File: src/rtl/midpoint_ellipse_generator_assert.svh
// ----------------------------------------------------------------------------
// midpoint_ellipse_generator_assert.svh
// Assertion macros shared by the ellipse generator modules. Each macro
// samples on clk and is disabled while rst_n is low.
// ----------------------------------------------------------------------------
`ifndef MIDPOINT_ELLIPSE_GENERATOR_ASSERT_SVH
`define MIDPOINT_ELLIPSE_GENERATOR_ASSERT_SVH

// same-cycle implication
`define MEG_ASSERT_NOW(label, ante, cons, msg) \
    label: assert property (@(posedge clk) disable iff (!rst_n) (ante) |-> (cons)) \
        else $error(msg);

// next-cycle implication
`define MEG_ASSERT_NEXT(label, ante, cons, msg) \
    label: assert property (@(posedge clk) disable iff (!rst_n) (ante) |=> (cons)) \
        else $error(msg);

`endif

File: src/rtl/meg_pkg.sv
// ----------------------------------------------------------------------------
// meg_pkg
// Shared types and constants of the midpoint ellipse generator: controller
// commands, datapath status, multiplier operand selects, register indexes.
// ----------------------------------------------------------------------------
package meg_pkg;

    localparam int COORD_BITS_DEF  = 16;
    localparam int RADIUS_BITS_DEF = 12;

    localparam int CFG_INDEX_W = 2;

    localparam logic [CFG_INDEX_W-1:0] CFG_CENTER_X = 2'd0;
    localparam logic [CFG_INDEX_W-1:0] CFG_CENTER_Y = 2'd1;
    localparam logic [CFG_INDEX_W-1:0] CFG_RADIUS_X = 2'd2;
    localparam logic [CFG_INDEX_W-1:0] CFG_RADIUS_Y = 2'd3;

    typedef enum logic [2:0] {
        MUL_RXRX,
        MUL_RYRY,
        MUL_RX2RY,
        MUL_TT,
        MUL_YY,
        MUL_RY2TMP,
        MUL_RX2TMP,
        MUL_RX2RY2
    } mul_sel_t;

    typedef struct packed {
        logic     latch_cfg;
        mul_sel_t mul_sel;
        logic     load_rx2;
        logic     load_ry2;
        logic     init_trace;
        logic     emit;
        logic     load_tmp;
        logic     dec_load;
        logic     dec_add;
        logic     dec_sub;
    } meg_cmd_t;

    typedef struct packed {
        logic out_free;
        logic trans;
    } meg_status_t;

endpackage

File: src/rtl/midpoint_ellipse_generator.sv
// ----------------------------------------------------------------------------
// midpoint_ellipse_generator
// Midpoint ellipse rasterizer: one quadrant point per input request.
// ----------------------------------------------------------------------------
// An advance request (restart low) goes from acceptance straight to the emit
// state; a restart request first passes through states S_R0 to S_R3, where the
// squared radii and the rx^2*ry product pass one at a time through the single
// shared multiplier. The emit waits until the output register is free. The step
// that moves the trace from region 1 to region 2 then passes through states S_T0
// to S_T5 before the next request is taken, while the region 2 decision is rebuilt
// by five products on that same multiplier. No new request is taken until the
// previous one has been emitted. A finished result waits in the output
// register while the next request is accepted. Center and radii are latched at
// restart; writes to them take effect at the next restart.
// ----------------------------------------------------------------------------
module midpoint_ellipse_generator
    import meg_pkg::*;
#(
    parameter int COORD_BITS  = COORD_BITS_DEF,
    parameter int RADIUS_BITS = RADIUS_BITS_DEF,
    parameter int CFG_W       = (COORD_BITS > RADIUS_BITS) ? COORD_BITS : RADIUS_BITS
)
(
    input  logic                         clk,
    input  logic                         rst_n,
    input  logic                         cfg_we,
    input  logic [CFG_INDEX_W-1:0]       cfg_index,
    input  logic [CFG_W-1:0]             cfg_data,
    input  logic                         in_valid,
    output logic                         in_ready,
    input  logic                         restart,
    output logic                         out_valid,
    input  logic                         out_ready,
    output logic                         point_valid,
    output logic                         point_last,
    output logic signed [COORD_BITS:0]   x_plus,
    output logic signed [COORD_BITS:0]   x_minus,
    output logic signed [COORD_BITS:0]   y_plus,
    output logic signed [COORD_BITS:0]   y_minus
);

    meg_cmd_t    cmd;
    meg_status_t sts;

    meg_ctrl u_ctrl (
        .clk      (clk),
        .rst_n    (rst_n),
        .in_valid (in_valid),
        .in_ready (in_ready),
        .restart  (restart),
        .sts      (sts),
        .cmd      (cmd)
    );

    meg_datapath #(
        .COORD_BITS  (COORD_BITS),
        .RADIUS_BITS (RADIUS_BITS),
        .CFG_W       (CFG_W)
    ) u_datapath (
        .clk         (clk),
        .rst_n       (rst_n),
        .cfg_we      (cfg_we),
        .cfg_index   (cfg_index),
        .cfg_data    (cfg_data),
        .cmd         (cmd),
        .sts         (sts),
        .out_valid   (out_valid),
        .out_ready   (out_ready),
        .point_valid (point_valid),
        .point_last  (point_last),
        .x_plus      (x_plus),
        .x_minus     (x_minus),
        .y_plus      (y_plus),
        .y_minus     (y_minus)
    );

endmodule

File: src/rtl/meg_datapath.sv
// ----------------------------------------------------------------------------
// meg_datapath
// Configuration registers, trace state, shared multiplier and the output
// register of the ellipse generator. Driven by meg_ctrl commands.
// ----------------------------------------------------------------------------
module meg_datapath
    import meg_pkg::*;
#(
    parameter int COORD_BITS  = COORD_BITS_DEF,
    parameter int RADIUS_BITS = RADIUS_BITS_DEF,
    parameter int CFG_W       = (COORD_BITS > RADIUS_BITS) ? COORD_BITS : RADIUS_BITS
)
(
    input  logic                         clk,
    input  logic                         rst_n,
    input  logic                         cfg_we,
    input  logic [CFG_INDEX_W-1:0]       cfg_index,
    input  logic [CFG_W-1:0]             cfg_data,
    input  meg_cmd_t                     cmd,
    output meg_status_t                  sts,
    output logic                         out_valid,
    input  logic                         out_ready,
    output logic                         point_valid,
    output logic                         point_last,
    output logic signed [COORD_BITS:0]   x_plus,
    output logic signed [COORD_BITS:0]   x_minus,
    output logic signed [COORD_BITS:0]   y_plus,
    output logic signed [COORD_BITS:0]   y_minus
);

    localparam int OFS_W  = RADIUS_BITS + 2;
    localparam int STEP_W = 3 * RADIUS_BITS + 4;
    localparam int DEC_W  = 3 * RADIUS_BITS + 8;
    localparam int SQ_W   = 2 * RADIUS_BITS;
    localparam int MA_W   = 2 * RADIUS_BITS;
    localparam int MB_W   = 2 * RADIUS_BITS + 6;
    localparam int OUT_W  = COORD_BITS + 1;

    typedef enum logic [1:0] {
        PH_IDLE,
        PH_REG1,
        PH_REG2,
        PH_DONE
    } phase_t;

    logic signed [COORD_BITS-1:0]  cx_cfg_reg;
    logic signed [COORD_BITS-1:0]  cy_cfg_reg;
    logic [RADIUS_BITS-1:0]        rx_cfg_reg;
    logic [RADIUS_BITS-1:0]        ry_cfg_reg;

    logic signed [COORD_BITS-1:0]  lat_cx_reg;
    logic signed [COORD_BITS-1:0]  lat_cy_reg;
    logic [RADIUS_BITS-1:0]        lat_rx_reg;
    logic [RADIUS_BITS-1:0]        lat_ry_reg;
    logic [SQ_W-1:0]               rx2_reg;
    logic [SQ_W-1:0]               ry2_reg;
    logic [MB_W-1:0]               tmp_reg;
    logic [DEC_W-1:0]              prod_reg;

    logic signed [OFS_W-1:0]       offset_x_reg;
    logic signed [OFS_W-1:0]       offset_y_reg;
    logic [STEP_W-1:0]             step_x_reg;
    logic [STEP_W-1:0]             step_y_reg;
    logic [DEC_W-1:0]              decision_reg;
    phase_t                        phase_reg;

    logic                          out_valid_reg;
    logic                          point_valid_reg;
    logic                          point_last_reg;
    logic signed [OUT_W-1:0]       x_plus_reg;
    logic signed [OUT_W-1:0]       x_minus_reg;
    logic signed [OUT_W-1:0]       y_plus_reg;
    logic signed [OUT_W-1:0]       y_minus_reg;

    logic [MA_W-1:0]               mul_a;
    logic [MB_W-1:0]               mul_b;
    logic [MA_W+MB_W-1:0]          mul_full;

    logic [OFS_W:0]                t_val;
    logic signed [OFS_W-1:0]       ym1;
    logic [OFS_W-1:0]              ym1_mag;

    logic [STEP_W-1:0]             ry2_x2;
    logic [STEP_W-1:0]             rx2_x2;
    logic [STEP_W-1:0]             nsx1;
    logic [STEP_W-1:0]             nsy1;
    logic [DEC_W-1:0]              ry2_d4;
    logic [DEC_W-1:0]              rx2_d4;
    logic [DEC_W-1:0]              nsx1_d4;
    logic [DEC_W-1:0]              nsy1_d4;
    logic                          d_neg;
    logic                          d_pos;

    logic signed [OFS_W-1:0]       offset_x_next;
    logic signed [OFS_W-1:0]       offset_y_next;
    logic [STEP_W-1:0]             step_x_next;
    logic [STEP_W-1:0]             step_y_next;
    logic [DEC_W-1:0]              decision_next;
    phase_t                        phase_next;
    logic                          trans;

    logic                          active;
    logic                          out_free;
    logic signed [OUT_W-1:0]       cx_out;
    logic signed [OUT_W-1:0]       cy_out;
    logic signed [OUT_W-1:0]       x_out;
    logic signed [OUT_W-1:0]       y_out;

    // multiplier operands
    assign t_val   = {offset_x_reg, 1'b1};
    assign ym1     = offset_y_reg - OFS_W'(1);
    assign ym1_mag = ym1[OFS_W-1] ? (~ym1 + OFS_W'(1)) : ym1;

    always_comb
    begin
        case (cmd.mul_sel)
            MUL_RXRX:
            begin
                mul_a = MA_W'(lat_rx_reg);
                mul_b = MB_W'(lat_rx_reg);
            end
            MUL_RYRY:
            begin
                mul_a = MA_W'(lat_ry_reg);
                mul_b = MB_W'(lat_ry_reg);
            end
            MUL_RX2RY:
            begin
                mul_a = MA_W'(rx2_reg);
                mul_b = MB_W'(lat_ry_reg);
            end
            MUL_TT:
            begin
                mul_a = MA_W'(t_val);
                mul_b = MB_W'(t_val);
            end
            MUL_YY:
            begin
                mul_a = MA_W'(ym1_mag);
                mul_b = MB_W'(ym1_mag);
            end
            MUL_RY2TMP:
            begin
                mul_a = MA_W'(ry2_reg);
                mul_b = tmp_reg;
            end
            MUL_RX2TMP:
            begin
                mul_a = MA_W'(rx2_reg);
                mul_b = tmp_reg;
            end
            MUL_RX2RY2:
            begin
                mul_a = MA_W'(rx2_reg);
                mul_b = MB_W'(ry2_reg);
            end
            default:
            begin
                mul_a = '0;
                mul_b = '0;
            end
        endcase
    end

    assign mul_full = mul_a * mul_b;

    // trace step terms
    assign ry2_x2  = STEP_W'(ry2_reg) << 1;
    assign rx2_x2  = STEP_W'(rx2_reg) << 1;
    assign nsx1    = step_x_reg + ry2_x2;
    assign nsy1    = step_y_reg - rx2_x2;
    assign ry2_d4  = DEC_W'(ry2_reg) << 2;
    assign rx2_d4  = DEC_W'(rx2_reg) << 2;
    assign nsx1_d4 = DEC_W'($signed(nsx1)) << 2;
    assign nsy1_d4 = DEC_W'($signed(nsy1)) << 2;
    assign d_neg   = decision_reg[DEC_W-1];
    assign d_pos   = !d_neg && (|decision_reg);

    always_comb
    begin
        offset_x_next = offset_x_reg;
        offset_y_next = offset_y_reg;
        step_x_next   = step_x_reg;
        step_y_next   = step_y_reg;
        decision_next = decision_reg;
        phase_next    = phase_reg;
        trans         = 1'b0;
        case (phase_reg)
            PH_REG1:
            begin
                offset_x_next = offset_x_reg + OFS_W'(1);
                step_x_next   = nsx1;
                if (d_neg)
                begin
                    decision_next = decision_reg + nsx1_d4 + ry2_d4;
                end
                else
                begin
                    offset_y_next = offset_y_reg - OFS_W'(1);
                    step_y_next   = nsy1;
                    decision_next = decision_reg + nsx1_d4 - nsy1_d4 + ry2_d4;
                end
                trans = !($signed(step_x_next) < $signed(step_y_next));
                if (trans)
                begin
                    phase_next = PH_REG2;
                end
            end
            PH_REG2:
            begin
                offset_y_next = offset_y_reg - OFS_W'(1);
                step_y_next   = nsy1;
                if (d_pos)
                begin
                    decision_next = decision_reg + rx2_d4 - nsy1_d4;
                end
                else
                begin
                    offset_x_next = offset_x_reg + OFS_W'(1);
                    step_x_next   = nsx1;
                    decision_next = decision_reg + nsx1_d4 - nsy1_d4 + rx2_d4;
                end
                if (offset_y_next[OFS_W-1])
                begin
                    phase_next = PH_DONE;
                end
            end
            default:
            begin
            end
        endcase
    end

    assign active   = (phase_reg == PH_REG1) || (phase_reg == PH_REG2);
    assign out_free = !out_valid_reg || out_ready;
    assign cx_out   = OUT_W'(lat_cx_reg);
    assign cy_out   = OUT_W'(lat_cy_reg);
    assign x_out    = OUT_W'(offset_x_reg);
    assign y_out    = OUT_W'(offset_y_reg);

    assign sts.out_free = out_free;
    assign sts.trans    = trans;

    // configuration registers
    always_ff @(posedge clk or negedge rst_n)
    begin
        if (!rst_n)
        begin
            cx_cfg_reg <= '0;
            cy_cfg_reg <= '0;
            rx_cfg_reg <= '0;
            ry_cfg_reg <= '0;
        end
        else if (cfg_we)
        begin
            case (cfg_index)
                CFG_CENTER_X: cx_cfg_reg <= cfg_data[COORD_BITS-1:0];
                CFG_CENTER_Y: cy_cfg_reg <= cfg_data[COORD_BITS-1:0];
                CFG_RADIUS_X: rx_cfg_reg <= cfg_data[RADIUS_BITS-1:0];
                CFG_RADIUS_Y: ry_cfg_reg <= cfg_data[RADIUS_BITS-1:0];
                default:
                begin
                end
            endcase
        end
    end

    // control state
    always_ff @(posedge clk or negedge rst_n)
    begin
        if (!rst_n)
        begin
            phase_reg     <= PH_IDLE;
            out_valid_reg <= 1'b0;
        end
        else
        begin
            if (cmd.init_trace)
            begin
                phase_reg <= PH_REG1;
            end
            else if (cmd.emit)
            begin
                phase_reg <= phase_next;
            end
            if (cmd.emit)
            begin
                out_valid_reg <= 1'b1;
            end
            else if (out_ready)
            begin
                out_valid_reg <= 1'b0;
            end
        end
    end

    // payload and arithmetic state
    always_ff @(posedge clk)
    begin
        prod_reg <= mul_full[DEC_W-1:0];
        if (cmd.latch_cfg)
        begin
            lat_cx_reg <= cx_cfg_reg;
            lat_cy_reg <= cy_cfg_reg;
            lat_rx_reg <= rx_cfg_reg;
            lat_ry_reg <= ry_cfg_reg;
        end
        if (cmd.load_rx2)
        begin
            rx2_reg <= prod_reg[SQ_W-1:0];
        end
        if (cmd.load_ry2)
        begin
            ry2_reg <= prod_reg[SQ_W-1:0];
        end
        if (cmd.load_tmp)
        begin
            tmp_reg <= prod_reg[MB_W-1:0];
        end

        if (cmd.init_trace)
        begin
            offset_x_reg <= '0;
            offset_y_reg <= OFS_W'(lat_ry_reg);
            step_x_reg   <= '0;
            step_y_reg   <= STEP_W'(prod_reg) << 1;
            decision_reg <= ry2_d4 - (prod_reg << 2) + DEC_W'(rx2_reg);
        end
        else if (cmd.emit)
        begin
            offset_x_reg <= offset_x_next;
            offset_y_reg <= offset_y_next;
            step_x_reg   <= step_x_next;
            step_y_reg   <= step_y_next;
            decision_reg <= decision_next;
        end
        else if (cmd.dec_load)
        begin
            decision_reg <= prod_reg;
        end
        else if (cmd.dec_add)
        begin
            decision_reg <= decision_reg + (prod_reg << 2);
        end
        else if (cmd.dec_sub)
        begin
            decision_reg <= decision_reg - (prod_reg << 2);
        end

        if (cmd.emit)
        begin
            if (active)
            begin
                point_valid_reg <= 1'b1;
                point_last_reg  <= (phase_reg == PH_REG2) &&
                                   (offset_y_reg[OFS_W-1] || (offset_y_reg == '0));
                x_plus_reg      <= cx_out + x_out;
                x_minus_reg     <= cx_out - x_out;
                y_plus_reg      <= cy_out + y_out;
                y_minus_reg     <= cy_out - y_out;
            end
            else
            begin
                point_valid_reg <= 1'b0;
                point_last_reg  <= 1'b0;
                x_plus_reg      <= '0;
                x_minus_reg     <= '0;
                y_plus_reg      <= '0;
                y_minus_reg     <= '0;
            end
        end
    end

    assign out_valid   = out_valid_reg;
    assign point_valid = point_valid_reg;
    assign point_last  = point_last_reg;
    assign x_plus      = x_plus_reg;
    assign x_minus     = x_minus_reg;
    assign y_plus      = y_plus_reg;
    assign y_minus     = y_minus_reg;

`include "midpoint_ellipse_generator_assert.svh"

    `MEG_ASSERT_NOW(a_emit_slot_free, cmd.emit, out_free, "emit into occupied output register")
    `MEG_ASSERT_NEXT(a_emit_sets_valid, cmd.emit, out_valid_reg, "emitted request not presented")
    `MEG_ASSERT_NOW(a_done_below_axis, phase_reg == PH_DONE, offset_y_reg[OFS_W-1],
                    "trace finished with non-negative y offset")

endmodule

File: src/rtl/meg_ctrl.sv
// ----------------------------------------------------------------------------
// meg_ctrl
// Sequencer of the ellipse generator: accepts input requests, schedules the
// shared multiplier for trace setup and region change, and issues emits.
// ----------------------------------------------------------------------------
module meg_ctrl
    import meg_pkg::*;
(
    input  logic        clk,
    input  logic        rst_n,
    input  logic        in_valid,
    output logic        in_ready,
    input  logic        restart,
    input  meg_status_t sts,
    output meg_cmd_t    cmd
);

    typedef enum logic [3:0] {
        S_IDLE,
        S_R0,
        S_R1,
        S_R2,
        S_R3,
        S_EMIT,
        S_T0,
        S_T1,
        S_T2,
        S_T3,
        S_T4,
        S_T5
    } state_t;

    state_t state_reg;
    logic   accept;

    assign in_ready = (state_reg == S_IDLE);
    assign accept   = in_valid && in_ready;

    always_comb
    begin
        cmd = '0;
        cmd.mul_sel = MUL_RXRX;
        case (state_reg)
            S_IDLE: cmd.latch_cfg = accept && restart;
            S_R0:   cmd.mul_sel = MUL_RXRX;
            S_R1:
            begin
                cmd.load_rx2 = 1'b1;
                cmd.mul_sel  = MUL_RYRY;
            end
            S_R2:
            begin
                cmd.load_ry2 = 1'b1;
                cmd.mul_sel  = MUL_RX2RY;
            end
            S_R3:   cmd.init_trace = 1'b1;
            S_EMIT: cmd.emit = sts.out_free;
            S_T0:   cmd.mul_sel = MUL_TT;
            S_T1:
            begin
                cmd.load_tmp = 1'b1;
                cmd.mul_sel  = MUL_YY;
            end
            S_T2:
            begin
                cmd.load_tmp = 1'b1;
                cmd.mul_sel  = MUL_RY2TMP;
            end
            S_T3:
            begin
                cmd.dec_load = 1'b1;
                cmd.mul_sel  = MUL_RX2TMP;
            end
            S_T4:
            begin
                cmd.dec_add = 1'b1;
                cmd.mul_sel = MUL_RX2RY2;
            end
            S_T5:   cmd.dec_sub = 1'b1;
            default:
            begin
            end
        endcase
    end

    always_ff @(posedge clk or negedge rst_n)
    begin
        if (!rst_n)
        begin
            state_reg <= S_IDLE;
        end
        else
        begin
            case (state_reg)
                S_IDLE:
                begin
                    if (accept)
                    begin
                        state_reg <= restart ? S_R0 : S_EMIT;
                    end
                end
                S_R0: state_reg <= S_R1;
                S_R1: state_reg <= S_R2;
                S_R2: state_reg <= S_R3;
                S_R3: state_reg <= S_EMIT;
                S_EMIT:
                begin
                    if (sts.out_free)
                    begin
                        state_reg <= sts.trans ? S_T0 : S_IDLE;
                    end
                end
                S_T0: state_reg <= S_T1;
                S_T1: state_reg <= S_T2;
                S_T2: state_reg <= S_T3;
                S_T3: state_reg <= S_T4;
                S_T4: state_reg <= S_T5;
                S_T5: state_reg <= S_IDLE;
                default: state_reg <= S_IDLE;
            endcase
        end
    end

`include "midpoint_ellipse_generator_assert.svh"

    `MEG_ASSERT_NEXT(a_restart_setup, accept && restart, state_reg == S_R0,
                     "restart request did not start setup")
    `MEG_ASSERT_NEXT(a_advance_emit, accept && !restart, state_reg == S_EMIT,
                     "advance request did not go to emit")
    `MEG_ASSERT_NEXT(a_emit_holds, (state_reg == S_EMIT) && !sts.out_free,
                     state_reg == S_EMIT, "emit left while output busy")

endmodule
File: config.mk
export PLATFORM = sky130hd
export DESIGN_NAME = midpoint_ellipse_generator
export DESIGN_NICKNAME = d
export VERILOG_FILES = /design/src/rtl/meg_pkg.sv /design/src/rtl/midpoint_ellipse_generator.sv /design/src/rtl/meg_datapath.sv /design/src/rtl/meg_ctrl.sv
export VERILOG_INCLUDE_DIRS = /design/src /design/src/rtl
export SDC_FILE = /design/constraint.sdc
export NUM_CORES = 2
export LEC_CHECK = 0
export ABC_CLOCK_PERIOD_IN_PS = 13300
export BUFFER_PORTS_ARGS = -buffer_cell sky130_fd_sc_hd__buf_2
export CORE_AREA = 5 5 337 339
export DETAILED_ROUTE_END_ITERATION = 8
export DIE_AREA = 0 0 342 344
export PLACE_DENSITY = 0.69
export SLEW_MARGIN = 25
export SYNTH_ARGS = -nofsm -noshare
export SYNTH_HDL_FRONTEND = slang
export SYNTH_HIERARCHICAL = 1
export SYNTH_SLANG_ARGS = --single-unit
File: constraint.sdc
create_clock -name clk -period 13.3 [get_ports clk]
set_input_delay 1.33 -clock clk [delete_from_list [all_inputs] [get_ports clk]]
set_output_delay 1.33 -clock clk [all_outputs]
set_load 0.05 [all_outputs]
==> run summary <==
Register bit total from synthesis: 459
Largest cells by area after synthesis: fa_1 (20%), edfxtp_1 (14%), ha_1 (11%), inv_1 (5.7%), nand2_1 (4.7%)
Wirelength, routed: 216000 µm
Initial DRC Count: 5558
Die height: 344 µm
CTS tree: yes
Design Area, Final: 66500 µm²
DIE AREA: 118000 µm²
Cell Count Post-Placement: 8653
Max Transition Viols Final: 0
Die Wd: 342 µm
Pin slew with the least headroom to its limit: 1.20 ns
Number of enable flip-flop cells after synthesis: 297
Initial antenna violation count: 6
# setup viols final: 0
DR vias/cell: 6.19
Share of layout cells above drive strength 1: 6.63%
Clock sinks: 459
Unique masters post-synth: 106
Req. time, crit path: 13.87 ns
Total track usage: 36.4%
TritonCTS Buffers: 53
Slew HR: 19.1%
Slowest CP cell: a221oi_1
Buf/Inv on CP: 4
Critical Path AT: 12.59 ns
Final Wtd Congestion: 1.03
Total grt overflow: 0
DR pass1 iterations: 9
Vias in the first global route: 53.6k
Row Count: 122
Initial core utilization: 56.5%
Post-route non-filler standard cell count: 8760
Vias: 54.2k
Kind of cell adding the most delay to the critical path: compound AO/OA/AOI/OAI gates
Clk root buf: clkbuf_16
Syn Std Cell Area: 62200 µm²
Core area: 110000 µm²
Most frequent cells in the layout: inv_1 (945), nand2_1 (769), nor2_1 (742)
Cts repair resizes: 0
CTS clk-pin slew, worst paths: 0.06 ns
Top_reg_cell synth: edfxtp_1
Avg Inst Size Synth: 8.60 µm²
Dpl cell area: 64400 µm²
Slowest stage delay, CP: 0.80 ns
Setup TNS: 0 ns
Hold crit path type: reg2reg
Top cell type by total area after synthesis: fa_1
Crit-path most repeated cell: fa_1
Setup crit end kind: register
Hpwl dp: 173000 µm
Final hold violations: 0
Critical-path maximum fanout: 12
Clk Latency, worst-skew pair: 0.65 ns
Largest net degree at the start of global routing: 76
DRT antenna net count: 0
H-Tree Depth: 2
RSZ-0062 raised after global routing: no
# IOs: 96
Post-route minimum period: 12.02 ns
First-pass GRT wire length: 325000 µm
Critical path class: reg2reg
Drt wl/cell: 24.6 µm
Leading cell type in the layout, fill and taps excluded: inv_1
Clock skew: 0.0563 ns
Mapped Cells: 7233
Share of flip-flops with an asynchronous set or reset: 13.7%
Max Cap Violations: 0
Synth Warn #: 6
Count of input and output buffers: 95
Layout area overhead: 6.87%
Max clock buf depth: 3
Sequential-to-total area share from yosys stat: 20.1%
Final Cycle Share: 90.4%
# Post-CTS Setup Buffers: 0
# hold bufs at CTS: 0
Fin nets: 8416
Outcome: finished, final reports clean
DR DRC count: 0
Post-synth top area share: 20.2%
Crit start category: register
Syn Nets: 8426
Fmax: 83.2 MHz
## cell type report
type / count / area [µm²]
multi-input cells: 5559 / 45300
fillers: 9830 / 43600
flip-flops and latches: 459 / 12500
inverters: 950 / 3570
well taps: 1488 / 1860
clock buffers: 63 / 1440
repair buffers: 200 / 1270
clock inverters: 37 / 568
diodes: 4 / 10.0
## synth_stat cells (58+ instances only)
cell / number
a21oi_1: 470
dfxtp_1: 99
nor3_1: 136
o21ai_0: 302
nor2_1: 748
fa_1: 627
dfrtp_1: 63
edfxtp_1: 297
nand2b_1: 86
mux2_2: 97
inv_1: 945
a21o_1: 164
xor2_1: 198
nand2_1: 771
o21a_1: 58
o211ai_1: 59
ha_1: 542
xnor2_1: 326
nand3_1: 108
clkbuf_1: 221
## kinds of logic (layout without fill, tap and decap cells)
logic type,Yosys count,count (layout),share of synthesized area [%]
AO/OA/AOI/OAI,1523,1523,15.7
XOR/XNOR,529,529,7.56
adder cells (fa/ha/maj),1169,1169,31.1
buffers and inverters,1215,1250,7.40
flip-flops,459,459,20.1
multiplexers,129,129,2.27
other,0,4,0
AND/OR/NAND/NOR,2209,2209,15.9
## per-layer routing
layer	vias to the layer above	routed length (µm)	track usage (%)	part of all wire (%)
met5	-	11	0	0.0051
met4	2	11200	15.2	5.2
met3	525	22900	6.80	11
met2	2813	93500	56.7	43
met1	26464	88300	50.1	41
li1	24387	-	-	-
## through the flow
| step | hold WS, ns | util [%] | worst slack, ns |
|---|---|---|---|
| after floorplan | 0.406 | - | 3.73 |
| after global placement | 0.422 | 58.5 | 1.77 |
| after detailed placement | 0.428 | 58.5 | 1.56 |
| after CTS | 0.442 | 60.4 | 1.52 |
| after global routing | 0.445 | 60.4 | 0.817 |
| final | 0.442 | 60.4 | 1.28 |
## final timing paths
check / startpoint / end / slack, ns / depth (start not counted)
worst max-delay path: u_datapath/offset_y_reg[0] / u_datapath/prod_reg[42] / 1.28 / 34
worst min-delay path: u_datapath/ry_cfg_reg[5] / u_datapath/lat_ry_reg[5] / 0.44 / 0
worst max register to register: u_datapath/offset_y_reg[0] / u_datapath/prod_reg[42] / 1.28 / 34
worst min register to register: u_datapath/ry_cfg_reg[5] / u_datapath/lat_ry_reg[5] / 0.44 / 0
max in group asynchronous: rst_n / u_ctrl/state_reg[3] / 11.82 / 2
min in group asynchronous: rst_n / u_datapath/ry_cfg_reg[5] / 0.87 / 2
Power is not shown: default switching activity piles up to over one toggle a cycle in this logic, so the estimate is an artifact.
